<file path="src/rtl/ledmq_pkg.sv">
`timescale 1ns / 1ps
// ----------------------------------------------------------------------------
// ledmq_pkg
// Shared constants and types of the LED marquee frame generator.
// ----------------------------------------------------------------------------
package ledmq_pkg;

    localparam int LED_COUNT = 64;
    localparam int PIX_W     = 6;
    localparam int COLOR_W   = 24;

    localparam logic [PIX_W-1:0] LED_LAST = PIX_W'(LED_COUNT - 1);

    // Register indexes of the configuration port
    localparam logic [2:0] REG_START_COLOR  = 3'd0;
    localparam logic [2:0] REG_END_COLOR    = 3'd1;
    localparam logic [2:0] REG_CYCLE_COUNT  = 3'd2;
    localparam logic [2:0] REG_DIRECTION    = 3'd3;
    localparam logic [2:0] REG_KEEP_MODE    = 3'd4;
    localparam logic [2:0] REG_WINDOW_WIDTH = 3'd5;

    // Effect phase codes; the unused code behaves as the opening frame
    localparam logic [1:0] PH_OPEN  = 2'd0;
    localparam logic [1:0] PH_SWEEP = 2'd1;
    localparam logic [1:0] PH_FINAL = 2'd2;
    localparam logic [1:0] PH_SPARE = 2'd3;

    // Per-frame setup handed from the controller to the pixel pipeline
    typedef struct packed {
        logic [1:0]         phase;
        logic               keep;
        logic [PIX_W-1:0]   lo;
        logic [PIX_W-1:0]   hi;
        logic [PIX_W-1:0]   center;
        logic [PIX_W-1:0]   half;
        logic [COLOR_W-1:0] start_color;
        logic [COLOR_W-1:0] end_color;
        logic [COLOR_W-1:0] blend_color;
    } ledmq_frame_t;

endpackage

</file>
<file path="src/rtl/ledmq_ctrl.sv">
`timescale 1ns / 1ps
// ----------------------------------------------------------------------------
// ledmq_ctrl
// Configuration registers, effect sequencer and per-frame setup.
// ----------------------------------------------------------------------------
module ledmq_ctrl (
    input  logic                  clk,
    input  logic                  rst_n,
    input  logic                  cfg_we,
    input  logic [2:0]            cfg_index,
    input  logic [23:0]           cfg_data,
    input  logic                  req_valid,
    input  logic                  req_restart,
    output logic                  req_ready,
    input  logic                  frame_done,
    output logic                  frame_start,
    output ledmq_pkg::ledmq_frame_t frame
);
    import ledmq_pkg::*;

    typedef enum logic [1:0] {ST_IDLE, ST_SETUP1, ST_SETUP2, ST_RUN} state_t;

    state_t             state_reg;
    logic [23:0]        start_color_reg;
    logic [23:0]        end_color_reg;
    logic [15:0]        cycle_count_reg;
    logic               direction_reg;
    logic               keep_mode_reg;
    logic [6:0]         window_width_reg;

    logic [1:0]         phase_reg;
    logic [15:0]        cycle_reg;
    logic [6:0]         step_reg;

    logic               restart_reg;
    logic [1:0]         fphase_reg;
    logic [15:0]        cyc_reg;
    logic [15:0]        c_reg;
    logic [PIX_W-1:0]   half_reg;
    logic [PIX_W-1:0]   endp_reg;
    logic [23:0]        mid_reg;
    logic               frame_start_reg;
    ledmq_frame_t       frame_reg;

    // first setup step
    logic [1:0]         fphase_next;
    logic [15:0]        cyc_next;
    logic [15:0]        c_next;
    logic [6:0]         w_eff;
    logic [PIX_W-1:0]   endp_next;
    logic [23:0]        mid_next;

    // second setup step
    logic [6:0]         flow;
    logic [6:0]         step_cl;
    logic [6:0]         step_inc;
    logic [15:0]        cyc_inc;
    logic [PIX_W-1:0]   center;
    logic [PIX_W-1:0]   lo;
    logic [PIX_W-1:0]   hi;

    always_comb
    begin
        fphase_next = (restart_reg || phase_reg == PH_SPARE) ? PH_OPEN : phase_reg;
        cyc_next    = (cycle_count_reg == 16'd0) ? 16'd1 : cycle_count_reg;
        c_next      = (cycle_reg >= cyc_next) ? cyc_next - 16'd1 : cycle_reg;
        if (window_width_reg == 7'd0)
            w_eff = 7'd3;
        else if (window_width_reg > 7'(LED_COUNT))
            w_eff = 7'(LED_COUNT);
        else
            w_eff = window_width_reg;
        if (keep_mode_reg)
        begin
            if (!direction_reg)
                endp_next = (c_next > 16'(LED_LAST)) ? '0 : LED_LAST - c_next[PIX_W-1:0];
            else
                endp_next = (c_next > 16'(LED_LAST)) ? LED_LAST : c_next[PIX_W-1:0];
        end
        else
        begin
            endp_next = direction_reg ? '0 : LED_LAST;
        end
        for (int ch = 0; ch < 3; ch++)
        begin
            mid_next[ch*8 +: 8] = 8'((9'(start_color_reg[ch*8 +: 8])
                                   + 9'(end_color_reg[ch*8 +: 8])) >> 1);
        end
    end

    always_comb
    begin
        if (!direction_reg)
        begin
            flow = {1'b0, endp_reg} + 7'd1;
            lo   = endp_reg;
            hi   = LED_LAST;
        end
        else
        begin
            flow = 7'(LED_COUNT) - {1'b0, endp_reg};
            lo   = '0;
            hi   = endp_reg;
        end
        step_cl  = (step_reg >= flow) ? flow - 7'd1 : step_reg;
        center   = direction_reg ? LED_LAST - step_cl[PIX_W-1:0] : step_cl[PIX_W-1:0];
        step_inc = step_cl + 7'd1;
        cyc_inc  = c_reg + 16'd1;
    end

    always_ff @(posedge clk or negedge rst_n)
    begin
        if (!rst_n)
        begin
            start_color_reg  <= 24'hFFFFFF;
            end_color_reg    <= 24'hD200D2;
            cycle_count_reg  <= 16'd60;
            direction_reg    <= 1'b0;
            keep_mode_reg    <= 1'b1;
            window_width_reg <= 7'd3;
        end
        else if (cfg_we)
        begin
            case (cfg_index)
                REG_START_COLOR:  start_color_reg  <= cfg_data;
                REG_END_COLOR:    end_color_reg    <= cfg_data;
                REG_CYCLE_COUNT:  cycle_count_reg  <= cfg_data[15:0];
                REG_DIRECTION:    direction_reg    <= cfg_data[0];
                REG_KEEP_MODE:    keep_mode_reg    <= cfg_data[0];
                REG_WINDOW_WIDTH: window_width_reg <= cfg_data[6:0];
                default: ;
            endcase
        end
    end

    always_ff @(posedge clk or negedge rst_n)
    begin
        if (!rst_n)
        begin
            state_reg       <= ST_IDLE;
            phase_reg       <= PH_OPEN;
            cycle_reg       <= '0;
            step_reg        <= '0;
            restart_reg     <= 1'b0;
            fphase_reg      <= PH_OPEN;
            cyc_reg         <= '0;
            c_reg           <= '0;
            half_reg        <= '0;
            endp_reg        <= '0;
            mid_reg         <= '0;
            frame_reg       <= '0;
            frame_start_reg <= 1'b0;
        end
        else
        begin
            frame_start_reg <= 1'b0;
            case (state_reg)
                ST_IDLE:
                begin
                    if (req_valid)
                    begin
                        restart_reg <= req_restart;
                        state_reg   <= ST_SETUP1;
                    end
                end
                ST_SETUP1:
                begin
                    fphase_reg <= fphase_next;
                    cyc_reg    <= cyc_next;
                    c_reg      <= c_next;
                    half_reg   <= w_eff[PIX_W:1];
                    endp_reg   <= endp_next;
                    mid_reg    <= mid_next;
                    state_reg  <= ST_SETUP2;
                end
                ST_SETUP2:
                begin
                    frame_reg.phase       <= fphase_reg;
                    frame_reg.keep        <= keep_mode_reg;
                    frame_reg.lo          <= lo;
                    frame_reg.hi          <= hi;
                    frame_reg.center      <= center;
                    frame_reg.half        <= half_reg;
                    frame_reg.start_color <= start_color_reg;
                    frame_reg.end_color   <= end_color_reg;
                    frame_reg.blend_color <= mid_reg;
                    case (fphase_reg)
                        PH_SWEEP:
                        begin
                            if (step_inc >= flow)
                            begin
                                step_reg  <= '0;
                                cycle_reg <= cyc_inc;
                                if (cyc_inc >= cyc_reg)
                                    phase_reg <= keep_mode_reg ? PH_FINAL : PH_OPEN;
                                else
                                    phase_reg <= PH_SWEEP;
                            end
                            else
                            begin
                                step_reg  <= step_inc;
                                phase_reg <= PH_SWEEP;
                            end
                        end
                        PH_FINAL:
                        begin
                            phase_reg <= PH_OPEN;
                        end
                        default:
                        begin
                            phase_reg <= PH_SWEEP;
                            cycle_reg <= '0;
                            step_reg  <= '0;
                        end
                    endcase
                    frame_start_reg <= 1'b1;
                    state_reg       <= ST_RUN;
                end
                ST_RUN:
                begin
                    if (frame_done)
                        state_reg <= ST_IDLE;
                end
                default:
                begin
                    state_reg <= ST_IDLE;
                end
            endcase
        end
    end

    assign req_ready   = (state_reg == ST_IDLE);
    assign frame_start = frame_start_reg;
    assign frame       = frame_reg;

endmodule

</file>
<file path="src/rtl/ledmq_pixel.sv">
`timescale 1ns / 1ps
// ----------------------------------------------------------------------------
// ledmq_pixel
// Pixel store with read-modify-write pipeline and output register.
// ----------------------------------------------------------------------------
module ledmq_pixel (
    input  logic                    clk,
    input  logic                    rst_n,
    input  logic                    frame_start,
    input  ledmq_pkg::ledmq_frame_t frame,
    output logic                    frame_done,
    output logic                    m_tvalid,
    input  logic                    m_tready,
    output logic [31:0]             m_tdata,
    output logic                    m_tlast
);
    import ledmq_pkg::*;

    logic [COLOR_W-1:0] store_mem [LED_COUNT];

    logic [PIX_W:0]     issue_cnt_reg;
    logic               rd_valid_reg;
    logic [PIX_W-1:0]   rd_idx_reg;
    logic [COLOR_W-1:0] rd_data_reg;
    logic               out_valid_reg;
    logic [PIX_W-1:0]   out_idx_reg;
    logic [COLOR_W-1:0] out_color_reg;
    logic               out_last_reg;

    logic               adv;
    logic               rd_en;
    logic               wr_en;
    logic [6:0]         diff;
    logic [6:0]         offset_mag;
    logic               in_window;
    logic               is_center;
    logic               retained;
    logic [COLOR_W-1:0] win_color;
    logic [COLOR_W-1:0] new_color;

    assign adv   = !out_valid_reg || m_tready;
    assign rd_en = (issue_cnt_reg < (PIX_W+1)'(LED_COUNT)) && (adv || !rd_valid_reg);
    assign wr_en = adv && rd_valid_reg;

    always_comb
    begin
        diff       = {1'b0, rd_idx_reg} - {1'b0, frame.center};
        offset_mag = diff[6] ? 7'd0 - diff : diff;
        in_window  = offset_mag <= {1'b0, frame.half};
        is_center  = rd_idx_reg == frame.center;
        retained   = (rd_idx_reg >= frame.lo) && (rd_idx_reg <= frame.hi);
        win_color  = is_center ? frame.end_color : frame.blend_color;
        case (frame.phase)
            PH_SWEEP:
            begin
                if (frame.keep)
                begin
                    if (retained)
                        new_color = frame.end_color;
                    else if (in_window)
                        new_color = win_color;
                    else
                        new_color = rd_data_reg;
                end
                else
                begin
                    new_color = in_window ? win_color : frame.start_color;
                end
            end
            PH_FINAL: new_color = frame.end_color;
            default:  new_color = frame.start_color;
        endcase
    end

    // pixel store: one write and one registered read per cycle
    always_ff @(posedge clk)
    begin
        if (wr_en)
            store_mem[rd_idx_reg] <= new_color;
        if (rd_en)
            rd_data_reg <= store_mem[issue_cnt_reg[PIX_W-1:0]];
    end

    always_ff @(posedge clk or negedge rst_n)
    begin
        if (!rst_n)
        begin
            issue_cnt_reg <= (PIX_W+1)'(LED_COUNT);
            rd_valid_reg  <= 1'b0;
            out_valid_reg <= 1'b0;
        end
        else
        begin
            if (frame_start)
                issue_cnt_reg <= '0;
            else if (rd_en)
                issue_cnt_reg <= issue_cnt_reg + (PIX_W+1)'(1);
            if (rd_en)
                rd_valid_reg <= 1'b1;
            else if (adv)
                rd_valid_reg <= 1'b0;
            if (adv)
                out_valid_reg <= rd_valid_reg;
        end
    end

    always_ff @(posedge clk)
    begin
        if (rd_en)
            rd_idx_reg <= issue_cnt_reg[PIX_W-1:0];
        if (wr_en)
        begin
            out_idx_reg   <= rd_idx_reg;
            out_color_reg <= new_color;
            out_last_reg  <= rd_idx_reg == LED_LAST;
        end
    end

    assign m_tvalid   = out_valid_reg;
    assign m_tdata    = {2'b00, out_color_reg[7:0], out_color_reg[15:8],
                         out_color_reg[23:16], out_idx_reg};
    assign m_tlast    = out_last_reg;
    assign frame_done = out_valid_reg && m_tready && out_last_reg;

endmodule

</file>
<file path="src/rtl/led_marquee_frame_generator.sv">
`timescale 1ns / 1ps
// ----------------------------------------------------------------------------
// led_marquee_frame_generator
// Running-light animation frame generator for a 64-pixel LED strip.
// ----------------------------------------------------------------------------
// Usage:
//   Each request on the slave stream (s_tdata bit 0 = restart) asks for the
//   next animation frame. The block answers with 64 pixels on the master
//   stream in index order, m_tlast marking the final pixel. Configuration
//   registers are written through cfg_we/cfg_index/cfg_data, by the user only
//   while the block is idle (s_tready high); the block does not enforce it.
// Pipeline and throughput:
//   After a request is accepted, the first pixel passes the two setup
//   steps, read issue, store read and the output register. Pixels then
//   stream at one per cycle while m_tready is high, set by the single read
//   and write port of the pixel store, and s_tready returns the cycle after
//   the last pixel is taken.
// Reset:
//   Registers return to their defaults and the effect resumes at the
//   opening frame. The pixel store is not cleared: the opening frame
//   always paints every pixel before any stored value is shown.
// Stall:
//   With m_tready low, hold the output pixel; the pipeline holds its read
//   data and stops issuing reads until the output register frees up.
// ----------------------------------------------------------------------------
module led_marquee_frame_generator (
    input  logic        clk,
    input  logic        rst_n,
    // configuration write port
    input  logic        cfg_we,
    input  logic [2:0]  cfg_index,
    input  logic [23:0] cfg_data,
    // frame requests
    input  logic        s_tvalid,
    output logic        s_tready,
    input  logic [7:0]  s_tdata,   // [0] restart, [7:1] zero
    // pixel results
    output logic        m_tvalid,
    input  logic        m_tready,
    output logic [31:0] m_tdata,   // [5:0] pixel_index, [13:6] red, [21:14] green,
                                   // [29:22] blue, [31:30] zero
    output logic        m_tlast    // frame_last
);
    import ledmq_pkg::*;

    ledmq_frame_t frame;
    logic         frame_start;
    logic         frame_done;

    // sequencer: advance effect state and latch per-frame setup
    ledmq_ctrl u_ctrl (
        .clk         (clk),
        .rst_n       (rst_n),
        .cfg_we      (cfg_we),
        .cfg_index   (cfg_index),
        .cfg_data    (cfg_data),
        .req_valid   (s_tvalid),
        .req_restart (s_tdata[0]),
        .req_ready   (s_tready),
        .frame_done  (frame_done),
        .frame_start (frame_start),
        .frame       (frame)
    );

    // pixel store read-modify-write and output stream
    ledmq_pixel u_pixel (
        .clk         (clk),
        .rst_n       (rst_n),
        .frame_start (frame_start),
        .frame       (frame),
        .frame_done  (frame_done),
        .m_tvalid    (m_tvalid),
        .m_tready    (m_tready),
        .m_tdata     (m_tdata),
        .m_tlast     (m_tlast)
    );

endmodule

</file>
<file path="config.mk">
export PLATFORM = sky130hd
export DESIGN_NAME = led_marquee_frame_generator
export DESIGN_NICKNAME = d
export VERILOG_FILES = /design/src/rtl/ledmq_pkg.sv /design/src/rtl/ledmq_ctrl.sv /design/src/rtl/ledmq_pixel.sv /design/src/rtl/led_marquee_frame_generator.sv
export SDC_FILE = /design/constraint.sdc
export NUM_CORES = 2
export LEC_CHECK = 0
export BUFFER_PORTS_ARGS = -buffer_cell sky130_fd_sc_hd__clkbuf_2
export CORE_ASPECT_RATIO = 0.7
export CORE_MARGIN = 4
export CORE_UTILIZATION = 57
export DETAILED_ROUTE_END_ITERATION = 10
export PLACE_DENSITY_LB_ADDON = 0.08
export RECOVER_POWER = 50
export SYNTH_ARGS = -nofsm -noshare
export SYNTH_HDL_FRONTEND = slang
export SYNTH_SLANG_ARGS = --single-unit
</file>
<file path="constraint.sdc">
create_clock -name clk -period 5.8 [get_ports clk]
set_clock_uncertainty 0.2 [all_clocks]
set_input_delay 0 -clock clk [delete_from_list [all_inputs] [get_ports clk]]
set_output_delay 0 -clock clk [all_outputs]
set_load 0.03 [all_outputs]
</file>
==> results.json <==
{
  "placement_rows": 111,
  "drive_above_1_share_pct": 27.9,
  "run_status": "finished, violations left",
  "leakage_uw": 0.0285,
  "share_clk_of_total_power_pct": 23.1,
  "cellInternalPower_uw": 31400,
  "layoutNonFillerInstCount": 6021,
  "net-switching-power_uw": 15900,
  "tightest_slew_ns": 4.06,
  "ctsRootBufferMaster": "clkbuf_16",
  "route.detailed.drc": 0,
  "postRouteAntennaNets": 0,
  "critical_path_class": "reg2reg",
  "cts-buffers-inserted": 171,
  "dieHeight_um": 314,
  "clock_sinks": 1877,
  "globalRouteOverflowTotal": 0,
  "largest_register_ff_count": 1536,
  "cts_buffer_depth": 3,
  "max_freq_ghz": 0.180,
  "worst_path_largest_cell_delay_ns": 0.72,
  "final_cycle_share_pct": 96.0,
  "worst_setup_path_startpoint": "u_ctrl.endp_reg[1]",
  "finalSetupViolations": 0,
  "cp_data_required_time_ns": 6.34,
  "synth-edff-count": 1597,
  "yosys_warnings": 0,
  "tritoncts_clock_tree": "done",
  "placed_cells": 5600,
  "postSynthRegisterBits": 1877,
  "terminus_of_the_critical_flop_to_flop_path": "u_ctrl.phase_reg[1]",
  "postSynthCellCount": 3815,
  "timing.hold.worst.class": "in2reg",
  "detail_route.first_pass.iterations": 5,
  "gpl.final_weighted_congestion": 0.891,
  "die_x_um": 445,
  "layout_commonest_cell": "edfxtp_1",
  "start_util_pct": 57.7,
  "power.density_cell_area_nw_per_um2": 552,
  "detailroute.via_count": 40000,
  "grt_pass1_vias": 39200,
  "grt_first_pass_wirelength_um": 283000,
  "layout-area-overhead-vs-synth_pct": 12.7,
  "final_net_count": 4263,
  "fillCellCount": 8716,
  "clk_transition_reported_paths_ns": 0.06,
  "detailedPlace.worstSlack_ns": 0.122,
  "cts-htree-levels": 4,
  "timing.final.crit_period_ns": 5.57,
  "critical_path.endpoint_type": "flip-flop",
  "floorplan.die_area_um2": 139000,
  "slowest_cell_on_the_critical_path": "or4b_2",
  "global_route.usage.total_pct": 28.7,
  "pin_count_of_the_biggest_net_entering_global_routing": 128,
  "regToRegStartpoint": "u_ctrl.endp_reg[1]",
  "multi_input_comb_area_um2": 20200,
  "reg2reg_depth": 23,
  "grt_setup_unrepaired": "yes",
  "detail_route.iter0.violations": 5499,
  "clk_latency_ns": 0.81,
  "fin_tns_setup_ns": 0,
  "postRouteWirelength_um": 197000,
  "ys_async_sr_fraction_pct": 14.9,
  "rel_slew_slack_pct": -171,
  "initial_antenna_violation_count": 17,
  "synth_cell_types": 78,
  "ys_dominant_reg_cell": "edfxtp_1",
  "power_uw": 47300,
  "finalHoldViolations": 0,
  "final_setup_slack_of_the_worst_path_ns": 0.231,
  "proportion_of_synthesized_chip_area_in_sequential_cells_pct": 72.4,
  "start_kind": "flip-flop",
  "power.share.combinational_pct": 34.9,
  "port_buffers": 65,
  "area.sequential_um2": 55000,
  "max-cap-violations": 67,
  "timing.hold.worst.start": "cfg_index[1]",
  "whs_endpoint": "u_ctrl.direction_reg",
  "wire_per_inst_um": 32.8,
  "worst_path_cell_trace": "inv_1 > ha_1 > or3b_4 > nor4_1 > a31oi_1 > ha_1 > a21oi_1 > o21a_1 > o21ai_2 > nor2_1 > a21oi_1 > ha_1 > and4_1 > a31o_2 > nand3b_1 > xor2_2 > ha_1 > a211o_1 > a211oi_1 > or3_4 > or4b_2 > a31oi_4 > a32o_1",
  "layout_common_cells": "edfxtp_1 (1597), mux4_2 (504), dfrtp_1 (240)",
  "arr_time_crit_path_ns": 6.11,
  "power.switching_fraction_pct": 33.6,
  "critical_path.most_common_cell": "ha_1",
  "fp.coreArea_um2": 132000,
  "boundaryPins": 75,
  "r2r_setup_slack_ns": 0.23,
  "vias_per_cell": 6.64,
  "violated_checks": "max-capacitance violations, max-slew violations",
  "post_synthesis_average_cell_area_um2": 19.9,
  "peakVddDrop_v": 0.000654,
  "hold-path-cell-count": 5,
  "final_hpwl_dp_um": 114000,
  "synthesis.area_um2": 76000,
  "register_share_of_total_power_pct": 42.0,
  "worst-path-max-fanout": 5,
  "slew_violations": 1839
}
==> final cells by class <==
class                   instances  share of cell area (%)
flip-flops and latches       1877                    64.2
multi-input cells            1647                    23.6
clock buffers                 225                    5.35
repair buffers                312                    2.91
well taps                    1751                    2.56
clock inverters                93                   0.933
inverters                     101                   0.442
diodes                         15                  0.0438
==> worst max-delay path, delay by kind of cell (launching register included) <==
family	cells	cell delay [ns]
flip-flops	1	0.38
AND/OR/NAND/NOR	7	2.18
XOR/XNOR	1	0.19
AO/OA/AOI/OAI	10	1.44
buffers and inverters	1	0.10
adder cells (fa/ha/maj)	4	0.98
==> kinds of logic (layout without fill, tap and decap cells) <==
| family | Yosys count | in the layout | synth area share, % |
|---|---|---|---|
| xor+xnor | 65 | 65 | 0.767 |
| compound gates | 329 | 329 | 2.84 |
| simple gates | 428 | 428 | 2.73 |
| buf+inv | 292 | 731 | 1.46 |
| flops | 1877 | 1877 | 72.4 |
| fa+ha+maj | 113 | 113 | 1.90 |
| other cells | 1 | 17 | 0.00493 |
| mux | 710 | 710 | 17.9 |
==> cell usage after synthesis (5+ instances only) <==
master / instances / area [um2]
nor4_1: 12 / 75.1
inv_1: 101 / 379
o31ai_1: 7 / 52.6
nand4_1: 15 / 93.8
buf_1: 47 / 176
and2_1: 5 / 31.3
nand3_1: 34 / 170
and3_1: 8 / 50.1
nor2_1: 120 / 450
o2bb2ai_1: 24 / 210
a21o_1: 22 / 165
edfxtp_1: 1597 / 48000
dfrtp_1: 240 / 6010
nor2b_1: 13 / 81.3
or3_1: 6 / 37.5
mux2i_1: 33 / 330
o21a_1: 8 / 60.1
o21ai_0: 118 / 591
buf_2: 6 / 30.0
clkbuf_1: 136 / 510
a21oi_1: 59 / 295
nand3b_1: 11 / 82.6
a211oi_1: 7 / 52.6
mux4_2: 504 / 11400
nor3_1: 15 / 75.1
a31oi_1: 8 / 50.1
mux2_2: 172 / 1940
a221o_1: 24 / 240
ha_1: 109 / 1360
nand2_1: 140 / 526
xor2_1: 13 / 114
dfstp_2: 40 / 1050
nand2b_1: 18 / 113
xnor2_1: 51 / 447
o21bai_1: 8 / 60.1
==> stage by stage <==
| step | util, % | hold slack (ns) | instance area [um2] |
|---|---|---|---|
| 2_1_floorplan | - | -0.496 | 76000 |
| 3_3_place_gp | 60.5 | -0.172 | 79700 |
| 3_5_place_dp | 60.5 | -0.157 | 79700 |
| 4_1_cts | 65.3 | 0.00478 | 86000 |
| 5_1_grt | 65.1 | 0.106 | 85700 |
| 6_report | 65.1 | 0.0943 | 85700 |
==> worst max path at each step <==
stage                                      to  slack (ns)  cells after the start
final                     u_ctrl.phase_reg[1]        0.23                     23
after global routing      u_ctrl.phase_reg[1]       -0.04                     24
after CTS                 u_ctrl.phase_reg[1]        0.08                     24
after detailed placement  u_ctrl.phase_reg[1]        0.12                     24
after global placement    u_ctrl.phase_reg[1]        0.19                     24
after floorplan           u_ctrl.phase_reg[1]        0.33                     22
==> what timing repair did <==
| item | CTS | global route |
|---|---|---|
| resized for setup | 0 | 16 |
| hold buffers | 86 | 0 |
| buffers inserted | 0 | 2 |
| endpoints found under the setup margin | 0 | 362 |
| endpoints found under the hold margin | 347 | 0 |
==> per-layer routing <==
layer	vias to the layer above	routed length (um)	GRT usage [%]
li1	16200	-	-
met1	21300	83500	45.5
met2	2225	86700	40.6
met3	276	22900	7.21
met4	6	4080	6.95
met5	-	257	0
==> power groups by stage <==
stage	Sequential [uW]	Clock, uW	Combinational, uW
2_1_floorplan	19900	0	10100
3_3_place_gp	20100	0	15600
3_5_place_dp	20200	0	16200
4_1_cts	19900	11100	16300
5_1_grt	20000	11700	17700
6_report	19900	10900	16500
No activity file was read; power rests on OpenSTA's default activity.
